**config.mk**
```make
export PLATFORM = sky130hd
export DESIGN_NAME = msas_merge
export DESIGN_NICKNAME = d
export VERILOG_FILES = /design/src/design/msas_pkg.sv /design/src/design/msas_merge.sv
export SDC_FILE = /design/constraint.sdc
export NUM_CORES = 1
export LEC_CHECK = 0
export ABC_AREA = 1
export ABC_CLOCK_PERIOD_IN_PS = 800
export BUFFER_PORTS_ARGS = -buffer_cell sky130_fd_sc_hd__clkbuf_2
export CORE_MARGIN = 5
export CORE_UTILIZATION = 50
export DETAILED_ROUTE_END_ITERATION = 8
export HOLD_SLACK_MARGIN = 0.12
export PLACE_DENSITY = 0.77
export SYNTH_ARGS = -nofsm -noshare
export SYNTH_HDL_FRONTEND = slang
export SYNTH_SLANG_ARGS = --single-unit
```
**constraint.sdc**
```tcl
create_clock -name clk_i -period 0.8 [get_ports clk_i]
set_input_delay 0.16 -clock clk_i [delete_from_list [all_inputs] [get_ports clk_i]]
set_output_delay 0.16 -clock clk_i [all_outputs]
set_load 0.02 [all_outputs]
```
**src/design/msas_pkg.sv**
```systemverilog
// Package: shared types, constants and helpers of the mouse-to-stick smoother.
`timescale 1ns / 1ps
`default_nettype none

package msas_pkg;

  // Field and register widths
  localparam int FRAC_BITS   = 8;
  localparam int DELTA_WIDTH = 12;
  localparam int SENS_W      = 12;
  localparam int SENS_FRAC   = 8;
  localparam int SMOOTH_W    = 8;
  localparam int TIMEOUT_W   = 10;
  localparam int IDLE_W      = 11;
  localparam int STICK_W     = 16;
  localparam int CMD_W       = 2;
  localparam int VEL_W       = STICK_W + 1 + FRAC_BITS;

  // APB
  localparam int APB_DW      = 32;
  localparam int APB_AW      = 5;
  localparam int REG_IDX_W   = 3;

  // Register indexes
  localparam logic [REG_IDX_W-1:0] REG_SENS_X  = 3'd0;
  localparam logic [REG_IDX_W-1:0] REG_SENS_Y  = 3'd1;
  localparam logic [REG_IDX_W-1:0] REG_SMOOTH  = 3'd2;
  localparam logic [REG_IDX_W-1:0] REG_INVERT  = 3'd3;
  localparam logic [REG_IDX_W-1:0] REG_TIMEOUT = 3'd4;

  // Register reset values
  localparam logic [SENS_W-1:0]    SENS_RST    = 12'd256;
  localparam logic [SMOOTH_W-1:0]  SMOOTH_RST  = 8'd128;
  localparam logic [TIMEOUT_W-1:0] TIMEOUT_RST = 10'd100;

  // Command codes
  localparam logic [CMD_W-1:0] CMD_MOVE = 2'd0;
  localparam logic [CMD_W-1:0] CMD_TICK = 2'd1;
  localparam logic [CMD_W-1:0] CMD_POLL = 2'd2;

  // Analog scaling
  localparam int SCALE_W = 7;
  localparam logic signed [SCALE_W:0] ANALOG_SCALE = 8'sd100;
  localparam int MAX_ANALOG = 32767;
  localparam logic [IDLE_W-1:0] IDLE_MAX = {IDLE_W{1'b1}};

  // Move datapath widths
  localparam int P1_W   = DELTA_WIDTH + SENS_W + 1;
  localparam int RAW_W  = P1_W + SCALE_W;
  localparam int SH_UP  = (FRAC_BITS >= SENS_FRAC) ? FRAC_BITS - SENS_FRAC : 0;
  localparam int SH_DN  = (FRAC_BITS <  SENS_FRAC) ? SENS_FRAC - FRAC_BITS : 0;
  localparam int IN_W   = RAW_W + SH_UP;
  localparam int WGT_W  = SMOOTH_W + 1;
  localparam int B_W    = IN_W + WGT_W + 1;
  localparam int OV_W   = VEL_W + WGT_W + 1;
  localparam int SUM_W  = ((B_W > OV_W) ? B_W : OV_W) + 1;
  localparam logic signed [SUM_W-1:0] VEL_LIM = SUM_W'(MAX_ANALOG) <<< FRAC_BITS;

  // Decay datapath: v*85/100 = floor(floor(v*85/4)/25)
  localparam int DECAY_W = 7;
  localparam logic [DECAY_W-1:0] DECAY_NUM = 7'd85;
  localparam int M85_W   = VEL_W + DECAY_W;
  localparam int M4_W    = M85_W - 2;
  localparam int DIV_K   = M4_W + 5;
  localparam int RECIP_W = M4_W + 1;
  localparam logic [RECIP_W-1:0] DIV25_RECIP = RECIP_W'((64'd1 << DIV_K) / 64'd25);
  localparam logic [M4_W-1:0] DIV25 = M4_W'(25);

  // Lane sequencing
  localparam int LANE_STEPS = 4;
  localparam int STEP_W     = $clog2(LANE_STEPS);
  localparam logic [STEP_W-1:0] STEP_LAST = STEP_W'(LANE_STEPS - 1);

  typedef enum logic [1:0] {
    OP_NONE,
    OP_MOVE,
    OP_DECAY
  } lane_op_e;

  typedef enum logic [1:0] {
    ST_IDLE,
    ST_RUN,
    ST_DONE
  } ctrl_state_e;

  typedef struct packed {
    lane_op_e            op;
    logic                run;
    logic [STEP_W-1:0]   step;
  } lane_ctrl_t;

  typedef struct packed {
    logic [CMD_W-1:0]              cmd;
    logic signed [DELTA_WIDTH-1:0] delta_x;
    logic signed [DELTA_WIDTH-1:0] delta_y;
  } in_word_t;

  typedef struct packed {
    logic signed [STICK_W-1:0] stick_x;
    logic signed [STICK_W-1:0] stick_y;
    logic                      active;
  } out_word_t;

  // Move from sensitivity fraction bits to FRAC_BITS, truncating toward zero
  function automatic logic signed [IN_W-1:0] scale_in(input logic signed [RAW_W-1:0] raw);
    logic signed [RAW_W:0] ext;
    logic signed [RAW_W:0] bias;
    logic signed [RAW_W:0] dn;
    ext  = (RAW_W+1)'(raw);
    bias = raw[RAW_W-1] ? (RAW_W+1)'((1 << SH_DN) - 1) : '0;
    dn   = (ext + bias) >>> SH_DN;
    return IN_W'(dn) <<< SH_UP;
  endfunction

endpackage

`default_nettype wire

```
**src/design/msas_merge.sv**
```systemverilog
// Merge stage: joins both lane velocities and the active flag into the output register.
`timescale 1ns / 1ps
`default_nettype none

module msas_merge (
  input  wire                               clk_i,
  input  wire                               rst_ni,
  input  wire                               load_i,
  input  wire logic signed [msas_pkg::VEL_W-1:0] vel_x_i,
  input  wire logic signed [msas_pkg::VEL_W-1:0] vel_y_i,
  input  wire                               active_i,
  input  wire                               out_ready_i,
  output logic                              out_valid_o,
  output msas_pkg::out_word_t               out_word_o,
  output logic                              free_o
);
  import msas_pkg::*;

  logic      valid_q, valid_d;
  out_word_t word_q, word_d;

  // truncate toward zero to whole units
  function automatic logic signed [STICK_W-1:0] to_stick(input logic signed [VEL_W-1:0] v);
    logic signed [VEL_W:0] b;
    b = (VEL_W+1)'(v) + (v[VEL_W-1] ? (VEL_W+1)'((1 << FRAC_BITS) - 1) : '0);
    return STICK_W'(b >>> FRAC_BITS);
  endfunction

  assign free_o = !valid_q || out_ready_i;

  always_comb begin
    word_d.stick_x = to_stick(vel_x_i);
    word_d.stick_y = to_stick(vel_y_i);
    word_d.active  = active_i;
  end

  always_comb begin
    valid_d = valid_q;
    if (load_i) begin
      valid_d = 1'b1;
    end else if (out_ready_i) begin
      valid_d = 1'b0;
    end
  end

  always_ff @(posedge clk_i or negedge rst_ni) begin
    if (!rst_ni) begin
      valid_q <= 1'b0;
    end else begin
      valid_q <= valid_d;
    end
  end

  always_ff @(posedge clk_i) begin
    if (load_i) begin
      word_q <= word_d;
    end
  end

  assign out_valid_o = valid_q;
  assign out_word_o  = word_q;

endmodule

`default_nettype wire

```
==> out/summary.md <==
Worst setup path
* **Slowest Stage Delay on Critical Path** 0.30 ns
* **cell with the most instances on the worst path** nand2_2
* **Worst R2R Start** out_valid_o$_DFFE_PN0P_
* **class of the most critical setup path** in2reg
* **type of destination of the critical path** flip-flop
* **category of cells accounting for the largest share of critical-path delay** simple AND/OR/NAND/NOR gates
* **endpoint required time on the critical path** 0.85 ns
* **signal arrival time at the worst endpoint** 1.39 ns
* **number of cells traversed by the worst register-to-register path** 2
* **peak fanout along the critical path** 5
* **Buffers & Inverters on Critical Path** 2
* **kind of launch point of the worst setup path** primary input
* **Reg-to-Reg End** out_valid_o$_DFFE_PN0P_
* **flop2flop setup slack** 0.13 ns
* **critical path's slowest cell** ha_4
* **cell-by-cell trace of the critical path** clkbuf_16 > ha_4 > nand2_4 > nor2_4 > buf_4 > nand2_2 > nor2_2 > nand2_2 > nand3_1 > nand2_1

Timing
* **relative slew slack** 79.9%
* **minimum clock period after layout** 1.34 ns
* **number of setup violations in the final report** 67
* **number of pins exceeding their max-slew limit in the final report** 0
* **Slew @ Worst Pin** 0.300 ns
* **smallest setup slack after layout** -0.544 ns
* **Fmax achieved** 744 MHz
* **share of the clock period used by the worst path** 168%
* **sum of negative setup slack** -21.12 ns
* **RSZ-0062 raised after global routing** true
* **Setup Skew** 0 ns
* **number of endpoints with negative hold slack in the final report** 0

Synthesis
* **count of different cell masters after synthesis** 17
* **number of synthesized register bits** 34
* **nets in the synthesized netlist** 579
* **area fraction of the dominant cell type after synthesis** 32.1%
* **per-instance average area after synthesis** 6.06 sq um
* **Synth Warn #** 0
* **portion of the post-synthesis area used by sequential elements** 32.9%
* **synthesized cell area** 3090 sq um
* **gate count of the mapped netlist** 510
* **Area contributors post-synth** edfxtp_1 32%, nand2_1 30%, inv_1 12%
* **cell taking the most area after synthesis** edfxtp_1

Hold path
* **Hold Path Stages** 4
* **min-delay worst type** in2reg
* **launch point of the worst hold path** out_ready_i
* **end point of the worst hold path** out_valid_o$_DFFE_PN0P_

Floorplan
* **Starting Density** 51.9%
* **num ports** 90
* **Std-Cell Rows** 28
* **core box area** 5960 sq um
* **die height** 88.6 microns
* **die area** 7850 sq um
* **Die X** 88.6 microns

CTS
* **TritonCTS clock tree** built
* **clock insertion delay at the later pin of the skew report** 0.29 ns
* **maximum level of the CTS H-tree** 2
* **CTS Sinks** 34
* **root buffer cell** clkbuf_8
* **TritonCTS buffer count** 5
* **clock input transition at the sequential cells of the worst setup and hold paths** 0.07 ns
* **Clock Tree Buf Depth** 2

GRT
* **via count of the first global-routing pass** 3619
* **final global-route overflow total** 0
* **first-pass GRT wire length** 16.1 mm
* **overall track demand over capacity in global routing** 25.9%
* **number of antenna violations at the first check in global routing** 0
* **pin count of the biggest net entering global routing** 25

Placement
* **buffers added on ports** 89
* **Area after DPL** 4320 sq um
* **global placer's final weighted congestion** 0.920
* **Placed Cells** 725
* **dpl hpwl** 7.55 mm

Cells and area
* **final standard cell count with taps included and fillers excluded** 751
* **most common cell after layout, fill and taps aside** nand2_1
* **post-layout utilization of the core** 91.7%
* **Area growth syn-to-layout** 76.7%
* **fraction of final layout cells sized beyond drive strength 1** 52.8%
* **area of all placed cells without fillers** 5460 sq um
* **Antenna Diode Count** 0
* **highest-count cells in the layout ignoring fill and taps** 145 x nand2_1, 76 x inv_1, 68 x nand2_2
* **net count reported at finish** 744

Routing
* **number of nets with antenna violations after routing** 0
* **final routed DRC violation total** 0
* **iteration count of the initial detailed-routing pass** 5
* **via/cell ratio** 5.65
* **aggregate routed wire length** 13.3 mm
* **routed wire length per instance** 17.7 microns
* **violation count after the first detailed-routing iteration** 423
* **number of vias in the routed layout** 4243

Power
* **P_leak** 0.00294 uW
* **power per cell area** 1270 nW/um^2
* **VDD IR max** 0.981 mV

Status
* **failing checks** setup timing
* **status** complete, but fails checks

Run
* **max-cap check violation count** 0

-- cells in the mapped netlist (all sizes together) --
library cell,n
nand4,3
nor2,47
or2,3
nand3b,10
nand2,247
dfrtp,1
inv,98
edfxtp,33
a21oi,2
and2,2
xor2,4
nand3,46
ha,14
-- layout make-up --
cell class | count | area [sq um]
fill | 244 | 494
clock buffer | 5 | 68.8
multi-input combinational | 378 | 2610
sequential | 34 | 1020
tap | 75 | 93.8
inverter | 98 | 370
clock inverter | 3 | 68.8
timing repair buffer | 158 | 1240
-- repair_timing --
item,4_1_cts,5_1_grt
buffers inserted,4,11
endpoints found under the setup margin,67,67
resized for setup,76,215
endpoints found under the hold margin,2,0
cloned,1,0
hold buffers,2,0
pin swaps,70,105
-- kinds of logic (layout without fill, tap and decap cells) --
group	count (synthesis)	count (layout)	share of synthesized area (%)
and+or+nand+nor	358	358	48.1
buffers and inverters	98	264	11.9
DFF	34	34	32.9
adders and majority gates	14	14	5.67
xor gates and xnor gates	4	4	1.13
AOI/OAI and AO/OA	2	2	0.324
-- where the power goes --
group          total, uW  switching, uW  internal, uW  leakage (uW)
registers           2200           66.0          2130      0.000334
logic               2720           1560          1160       0.00254
clock network       2020            773          1250     0.0000683
total               6940           2400          4540       0.00294
-- registers in the layout, summed over array words and instances (netlist names) --
register and flops:
out_word_o 33, out_valid_o 1
-- tightest hold or removal path: stages --
cell      delay (ns)
clkbuf_2        0.08
inv_1           0.04
nand2_2         0.07
nand2_1         0.05
-- per-stage QoR --
stage	total power [uW]	hold slack, ns	worst slack (ns)
detailed placement	4050	-0.0583	-0.987
finish	6940	0.148	-0.544
floorplan	3220	-0.136	-0.459
global placement	3990	-0.0651	-0.930
global route	7180	0.167	-0.615
CTS	6260	0.149	-0.421
-- routing by layer --
metal / part of all wire (%) / track usage, % / up-vias
met5: 0 / 0 / -
met4: 6.0 / 7.55 / 0
met3: 8.7 / 2.98 / 93
met2: 49 / 44.5 / 318
met1: 36 / 34.1 / 1945
li1: - / - / 1887
-- worst max-delay path by stage --
stage	endpoint	depth (start not counted)	start	slack, ns
after floorplan	out_word_o[6]$_DFFE_PP_	10	vel_y_i[24]	-0.46
after global placement	out_word_o[22]$_DFFE_PP_	11	vel_x_i[24]	-0.93
after detailed placement	out_word_o[22]$_DFFE_PP_	11	vel_x_i[24]	-0.99
after CTS	out_word_o[27]$_DFFE_PP_	8	vel_x_i[24]	-0.42
after global routing	out_word_o[27]$_DFFE_PP_	8	vel_x_i[10]	-0.61
final	out_word_o[31]$_DFFE_PP_	10	vel_x_i[24]	-0.54
(Power assumes the default switching activity.)
