===== src/design/msas_pkg.sv =====
// Package: shared types, constants and helpers of the mouse-to-stick smoother.
`timescale 1ns / 1ps
`default_nettype none

package msas_pkg;

  // Field and register widths
  localparam int FRAC_BITS   = 8;
  localparam int DELTA_WIDTH = 12;
  localparam int SENS_W      = 12;
  localparam int SENS_FRAC   = 8;
  localparam int SMOOTH_W    = 8;
  localparam int TIMEOUT_W   = 10;
  localparam int IDLE_W      = 11;
  localparam int STICK_W     = 16;
  localparam int CMD_W       = 2;
  localparam int VEL_W       = STICK_W + 1 + FRAC_BITS;

  // APB
  localparam int APB_DW      = 32;
  localparam int APB_AW      = 5;
  localparam int REG_IDX_W   = 3;

  // Register indexes
  localparam logic [REG_IDX_W-1:0] REG_SENS_X  = 3'd0;
  localparam logic [REG_IDX_W-1:0] REG_SENS_Y  = 3'd1;
  localparam logic [REG_IDX_W-1:0] REG_SMOOTH  = 3'd2;
  localparam logic [REG_IDX_W-1:0] REG_INVERT  = 3'd3;
  localparam logic [REG_IDX_W-1:0] REG_TIMEOUT = 3'd4;

  // Register reset values
  localparam logic [SENS_W-1:0]    SENS_RST    = 12'd256;
  localparam logic [SMOOTH_W-1:0]  SMOOTH_RST  = 8'd128;
  localparam logic [TIMEOUT_W-1:0] TIMEOUT_RST = 10'd100;

  // Command codes
  localparam logic [CMD_W-1:0] CMD_MOVE = 2'd0;
  localparam logic [CMD_W-1:0] CMD_TICK = 2'd1;
  localparam logic [CMD_W-1:0] CMD_POLL = 2'd2;

  // Analog scaling
  localparam int SCALE_W = 7;
  localparam logic signed [SCALE_W:0] ANALOG_SCALE = 8'sd100;
  localparam int MAX_ANALOG = 32767;
  localparam logic [IDLE_W-1:0] IDLE_MAX = {IDLE_W{1'b1}};

  // Move datapath widths
  localparam int P1_W   = DELTA_WIDTH + SENS_W + 1;
  localparam int RAW_W  = P1_W + SCALE_W;
  localparam int SH_UP  = (FRAC_BITS >= SENS_FRAC) ? FRAC_BITS - SENS_FRAC : 0;
  localparam int SH_DN  = (FRAC_BITS <  SENS_FRAC) ? SENS_FRAC - FRAC_BITS : 0;
  localparam int IN_W   = RAW_W + SH_UP;
  localparam int WGT_W  = SMOOTH_W + 1;
  localparam int B_W    = IN_W + WGT_W + 1;
  localparam int OV_W   = VEL_W + WGT_W + 1;
  localparam int SUM_W  = ((B_W > OV_W) ? B_W : OV_W) + 1;
  localparam logic signed [SUM_W-1:0] VEL_LIM = SUM_W'(MAX_ANALOG) <<< FRAC_BITS;

  // Decay datapath: v*85/100 = floor(floor(v*85/4)/25)
  localparam int DECAY_W = 7;
  localparam logic [DECAY_W-1:0] DECAY_NUM = 7'd85;
  localparam int M85_W   = VEL_W + DECAY_W;
  localparam int M4_W    = M85_W - 2;
  localparam int DIV_K   = M4_W + 5;
  localparam int RECIP_W = M4_W + 1;
  localparam logic [RECIP_W-1:0] DIV25_RECIP = RECIP_W'((64'd1 << DIV_K) / 64'd25);
  localparam logic [M4_W-1:0] DIV25 = M4_W'(25);

  // Lane sequencing
  localparam int LANE_STEPS = 4;
  localparam int STEP_W     = $clog2(LANE_STEPS);
  localparam logic [STEP_W-1:0] STEP_LAST = STEP_W'(LANE_STEPS - 1);

  typedef enum logic [1:0] {
    OP_NONE,
    OP_MOVE,
    OP_DECAY
  } lane_op_e;

  typedef enum logic [1:0] {
    ST_IDLE,
    ST_RUN,
    ST_DONE
  } ctrl_state_e;

  typedef struct packed {
    lane_op_e            op;
    logic                run;
    logic [STEP_W-1:0]   step;
  } lane_ctrl_t;

  typedef struct packed {
    logic [CMD_W-1:0]              cmd;
    logic signed [DELTA_WIDTH-1:0] delta_x;
    logic signed [DELTA_WIDTH-1:0] delta_y;
  } in_word_t;

  typedef struct packed {
    logic signed [STICK_W-1:0] stick_x;
    logic signed [STICK_W-1:0] stick_y;
    logic                      active;
  } out_word_t;

  // Move from sensitivity fraction bits to FRAC_BITS, truncating toward zero
  function automatic logic signed [IN_W-1:0] scale_in(input logic signed [RAW_W-1:0] raw);
    logic signed [RAW_W:0] ext;
    logic signed [RAW_W:0] bias;
    logic signed [RAW_W:0] dn;
    ext  = (RAW_W+1)'(raw);
    bias = raw[RAW_W-1] ? (RAW_W+1)'((1 << SH_DN) - 1) : '0;
    dn   = (ext + bias) >>> SH_DN;
    return IN_W'(dn) <<< SH_UP;
  endfunction

endpackage

`default_nettype wire


===== src/design/msas_lane.sv =====
// One axis lane: four-step multiply sequence for the smoothing blend and the idle decay.
`timescale 1ns / 1ps
`default_nettype none

module msas_lane (
  input  wire                                     clk_i,
  input  wire                                     rst_ni,
  input  wire msas_pkg::lane_ctrl_t               ctrl_i,
  input  wire logic signed [msas_pkg::DELTA_WIDTH-1:0] delta_i,
  input  wire logic [msas_pkg::SENS_W-1:0]        sens_i,
  input  wire logic [msas_pkg::SMOOTH_W-1:0]      smooth_i,
  input  wire logic                               negate_i,
  output logic signed [msas_pkg::VEL_W-1:0]       vel_o
);
  import msas_pkg::*;

  logic signed [VEL_W-1:0] vel_q, vel_d;

  // move path
  logic signed [P1_W-1:0]  p1_q, p1_d;
  logic signed [IN_W-1:0]  in_q, in_d;
  logic signed [OV_W-1:0]  ov_q, ov_d;
  logic signed [B_W-1:0]   b_q, b_d;
  logic signed [RAW_W-1:0] raw;
  logic signed [IN_W-1:0]  scaled;
  logic [WGT_W-1:0]        wgt;
  logic signed [SUM_W-1:0] sum, sum_b, sum_t;
  logic signed [VEL_W-1:0] blend;

  // decay path
  logic [VEL_W-1:0]           mag;
  logic [M85_W-1:0]           m85_q, m85_d;
  logic [M4_W-1:0]            m4_q, m4;
  logic [M4_W-1:0]            q0_q, q0_d;
  logic [M4_W+RECIP_W-1:0]    qprod;
  logic [M4_W-1:0]            rem, qfix;
  logic signed [VEL_W-1:0]    dres_q, dres_d;

  logic do_move, do_decay;

  assign do_move  = ctrl_i.run && (ctrl_i.op == OP_MOVE);
  assign do_decay = ctrl_i.run && (ctrl_i.op == OP_DECAY);

  // step 0
  assign p1_d  = P1_W'(delta_i) * P1_W'(signed'({1'b0, sens_i}));
  assign mag   = vel_q[VEL_W-1] ? VEL_W'(-vel_q) : VEL_W'(vel_q);
  assign m85_d = M85_W'(mag) * M85_W'(DECAY_NUM);

  // step 1
  assign raw    = RAW_W'(p1_q) * RAW_W'(ANALOG_SCALE);
  assign scaled = scale_in(raw);
  assign in_d   = negate_i ? -scaled : scaled;
  assign ov_d   = OV_W'(vel_q) * OV_W'(signed'({1'b0, smooth_i}));
  assign m4     = M4_W'(m85_q >> 2);
  assign qprod  = (M4_W+RECIP_W)'(m4) * (M4_W+RECIP_W)'(DIV25_RECIP);
  assign q0_d   = M4_W'(qprod >> DIV_K);

  // step 2
  assign wgt  = {1'b1, {SMOOTH_W{1'b0}}} - {1'b0, smooth_i};
  assign b_d  = B_W'(in_q) * B_W'(signed'({1'b0, wgt}));
  assign rem  = m4_q - M4_W'(q0_q * DIV25);
  assign qfix = (rem >= DIV25) ? q0_q + M4_W'(1) : q0_q;
  always_comb begin
    if (qfix < (M4_W'(1) << FRAC_BITS)) begin
      dres_d = '0;
    end else if (vel_q[VEL_W-1]) begin
      dres_d = -VEL_W'(qfix);
    end else begin
      dres_d = VEL_W'(qfix);
    end
  end

  // step 3: /256 toward zero, then clamp
  assign sum   = SUM_W'(ov_q) + SUM_W'(b_q);
  assign sum_b = sum + (sum[SUM_W-1] ? SUM_W'((1 << SMOOTH_W) - 1) : SUM_W'(0));
  assign sum_t = sum_b >>> SMOOTH_W;
  always_comb begin
    if (sum_t > VEL_LIM) begin
      blend = VEL_W'(VEL_LIM);
    end else if (sum_t < -VEL_LIM) begin
      blend = VEL_W'(-VEL_LIM);
    end else begin
      blend = VEL_W'(sum_t);
    end
  end

  always_comb begin
    vel_d = vel_q;
    if (ctrl_i.run && ctrl_i.step == STEP_LAST) begin
      unique case (ctrl_i.op)
        OP_MOVE:  vel_d = blend;
        OP_DECAY: vel_d = dres_q;
        default:  vel_d = vel_q;
      endcase
    end
  end

  always_ff @(posedge clk_i or negedge rst_ni) begin
    if (!rst_ni) begin
      vel_q <= '0;
    end else begin
      vel_q <= vel_d;
    end
  end

  always_ff @(posedge clk_i) begin
    if (do_move && ctrl_i.step == STEP_W'(0)) begin
      p1_q <= p1_d;
    end
    if (do_move && ctrl_i.step == STEP_W'(1)) begin
      in_q <= in_d;
      ov_q <= ov_d;
    end
    if (do_move && ctrl_i.step == STEP_W'(2)) begin
      b_q <= b_d;
    end
    if (do_decay && ctrl_i.step == STEP_W'(0)) begin
      m85_q <= m85_d;
    end
    if (do_decay && ctrl_i.step == STEP_W'(1)) begin
      q0_q <= q0_d;
      m4_q <= m4;
    end
    if (do_decay && ctrl_i.step == STEP_W'(2)) begin
      dres_q <= dres_d;
    end
  end

  assign vel_o = vel_q;

endmodule

`default_nettype wire


===== config.mk =====
export PLATFORM = sky130hd
export DESIGN_NAME = msas_lane
export DESIGN_NICKNAME = d
export VERILOG_FILES = /design/src/design/msas_pkg.sv /design/src/design/msas_lane.sv
export SDC_FILE = /design/constraint.sdc
export NUM_CORES = 2
export LEC_CHECK = 0
export ABC_AREA = 1
export ABC_CLOCK_PERIOD_IN_PS = 6000
export BUFFER_PORTS_ARGS = -buffer_cell sky130_fd_sc_hd__buf_2
export CAP_MARGIN = 10
export CORE_MARGIN = 2
export CORE_UTILIZATION = 61
export DETAILED_ROUTE_END_ITERATION = 12
export PLACE_DENSITY = 0.8
export RECOVER_POWER = 100
export SYNTH_ARGS = -nofsm -noshare
export SYNTH_HDL_FRONTEND = slang
export SYNTH_SLANG_ARGS = --single-unit

===== constraint.sdc =====
create_clock -name clk_i -period 6 [get_ports clk_i]
set_input_delay 0.6 -clock clk_i [delete_from_list [all_inputs] [get_ports clk_i]]
set_output_delay 0.6 -clock clk_i [all_outputs]
set_load 0.02 [all_outputs]

==> impl_metrics.tcl <==
set metrics [dict create \
    die_h_um 325 \
    place_hpwl_mm 155 \
    area_delta_synth_final_pct 17.8 \
    yosys.area.top_type "fa_1" \
    grt_setup_unrepaired "true" \
    grt_max_degree 57 \
    clockRootBuffer "clkbuf_16" \
    crit_slowest_cell "fa_1" \
    r2r-start "m85_q[21]" \
    async_flop_share_pct 9.43 \
    worstPathArrival_ns 7.14 \
    synth_top_cell_area_share_pct 29.4 \
    synth_commonest_cells "inv_1 (2117), nand2_1 (1389), fa_1 (924)" \
    synth_edf_count 240 \
    drv_slew 0 \
    yosys_warnings 0 \
    finalCritPeriodShare_pct 114 \
    drt-initial-drc-count 4398 \
    cts_tree "yes" \
    rrSetupSlack_ns -0.83 \
    port_buffers 64 \
    synth_area_leaders "fa_1 (29%), ha_1 (18%), inv_1 (13%)" \
    violations "setup timing" \
    post-route-util_pct 72.5 \
    wl_per_cell_um 19.2 \
    endpoint_kind "flop" \
    critical_path.top_delay_family "adder cells" \
    grt_overflow 0 \
    drive_gt1_share_pct 16.6 \
    synth_cells 7744 \
    dr.max_layer_used "met5" \
    clkTransAtPathRegs_ns 0.07 \
    via_count 53900 \
    antenna_found_initial 3 \
    worst-path-stages 24 \
    rr_endpoint "q0_q[23]" \
    max_stage_delay_ns 0.63 \
    syn_area_per_cell_um2 8.11 \
    die_area_um2 106000 \
    endpoint "q0_q[23]" \
    place.gp.congestion 1.06 \
    yosysMostFrequentCell "inv_1" \
    ys_seq_elements 265 \
    dr_wl_met2_mm 88.6 \
    finalCriticalPeriod_ns 6.83 \
    die_x_um 325 \
    cp_cell_sequence "buf_4 > ha_1 > fa_1 > fa_1 > inv_1 > fa_1 > fa_1 > fa_1 > fa_1 > inv_1 > ha_1 > ha_4 > nand2_1 > nor2_2 > inv_2 > nor4_4 > buf_4 > nand4_1 > o211ai_1 > buf_4 > nand3_1 > o211ai_1 > a31oi_1 > xor2_1" \
    worst_pin_slew_ns 1.40 \
    nets 10300 \
    ys_types 62 \
    synthesis.area_um2 62800 \
    cts_buffer_depth 3 \
    status "finished, violations left" \
    path_max_fanout 3 \
    startpoint_type "flop" \
    clock_latency_ns 0.60 \
    fp.coreArea_um2 102000 \
    wl_met1_mm 75.5 \
    route.met3.wl_mm 16.5 \
    cp-startpoint "m85_q[21]" \
    seq_area_frac_synth_pct 12.5 \
    first_pass_iters 6 \
    ctsHoldBuffers 0 \
    rr_worst_depth 24 \
    io_pins 65 \
    setup_viol 46 \
    worstHoldPathType "primary input to async pin" \
    clock_sinks 265 \
    numCtsBuffers 36 \
    fin_ws_ns -0.829 \
    crit_top_cell "fa_1" \
    path_class "flop to flop" \
    track_usage_pct 35.3 \
    grt_pass1_vias 55500 \
    hold_viol_final 0 \
    fin_worst_skew_ns 0.0536 \
    rows 117 \
    drc 0 \
    relSlewSlack_pct 6.89 \
    htree_levels 2 \
    syn-num-nets 9625 \
    cp_num_buf_inv 6 \
    wirelength_mm 189 \
    clock.fmax_ghz 0.146 \
    cp.required_ns 6.31 \
    grt_pass1_wl_mm 294 \
    ant_nets 0 \
    via_per_inst 5.49 \
    start_util_pct 61.6 \
    max_cap_viol_count 0 \
    synth_flop_cell "edfxtp_1" \
]
==> cell families after synthesis <==
group / Yosys count / share of synthesized area [%]
xor+xnor: 296 / 4.15
fa+ha+maj: 1841 / 47.7
buf+inv: 2267 / 13.7
flops: 265 / 12.5
simple gates: 2450 / 16.4
compound gates: 625 / 5.59
==> sequential cells by signal, summed over array words and instances (netlist names) <==
name    flops
b_q        40
dres_q     25
in_q       30
m4_q       30
m85_q      30
ov_q       34
p1_q       25
q0_q       26
vel_o      25
==> final cells by class <==
class | count | area, um2
flip-flops and latches | 265 | 7840
well taps | 1368 | 1710
inverters | 2142 | 8060
repair buffers | 773 | 6130
clock inverters | 21 | 268
fillers | 7362 | 28000
diodes | 2 | 5.00
clock buffers | 42 | 945
multi-input cells | 5214 | 49100
==> per-stage QoR <==
step / TNS [ns] / hold WS [ns] / instance area, um2 / cells / worst slack [ns]
6_report: -19.31 / 0.353 / 74000 / 9827 / -0.829
3_5_place_dp: -39.41 / 0.539 / 69700 / 9635 / -1.26
2_1_floorplan: -10.75 / 0.304 / 63600 / 7744 / -0.944
5_1_grt: -28.94 / 0.460 / 74000 / 9825 / -0.963
4_1_cts: -12.02 / 0.0352 / 72400 / 9754 / -0.667
3_3_place_gp: -35.46 / 0.535 / 69700 / 9635 / -1.18
==> placed cells by master, fill, tap and decap left out, types with 66 or more instances in the layout <==
master    netlist  routed
o21ai_0       135      95
a21oi_1       313     257
nand2_2        37      67
ha_4            0      89
xnor2_1        94      88
nand2_1      1389    1348
edfxtp_1      240     240
inv_1        2117    2076
fa_1          924     886
nor2_1        548     510
buf_4           2     633
nand4_1        66      66
nand3_1       234     229
xor2_1        200     189
ha_1          917     811
==> how the worst min path moves through the flow <==
stage and to:
2_1_floorplan vel_o[0], 3_3_place_gp in_q[2], 3_5_place_dp in_q[2], 4_1_cts vel_o[10], 5_1_grt vel_o[5], 6_report vel_o[10]
==> what timing repair did <==
item                       in CTS  in global routing
buffers inserted               62                 81
setup endpoints to repair      62                 88
pin swaps                     100                132
resized for setup             223                262
gates cloned                    2                  2
==> layer usage <==
metal  vias up  track usage [%]
li1      24900                -
met1     26200             47.4
met2      2375             57.8
met3       471             5.49
met4         2             13.4
met5         -                0
Power is not shown: default switching activity piles up to over one toggle a cycle in this logic, so the estimate is an artifact.
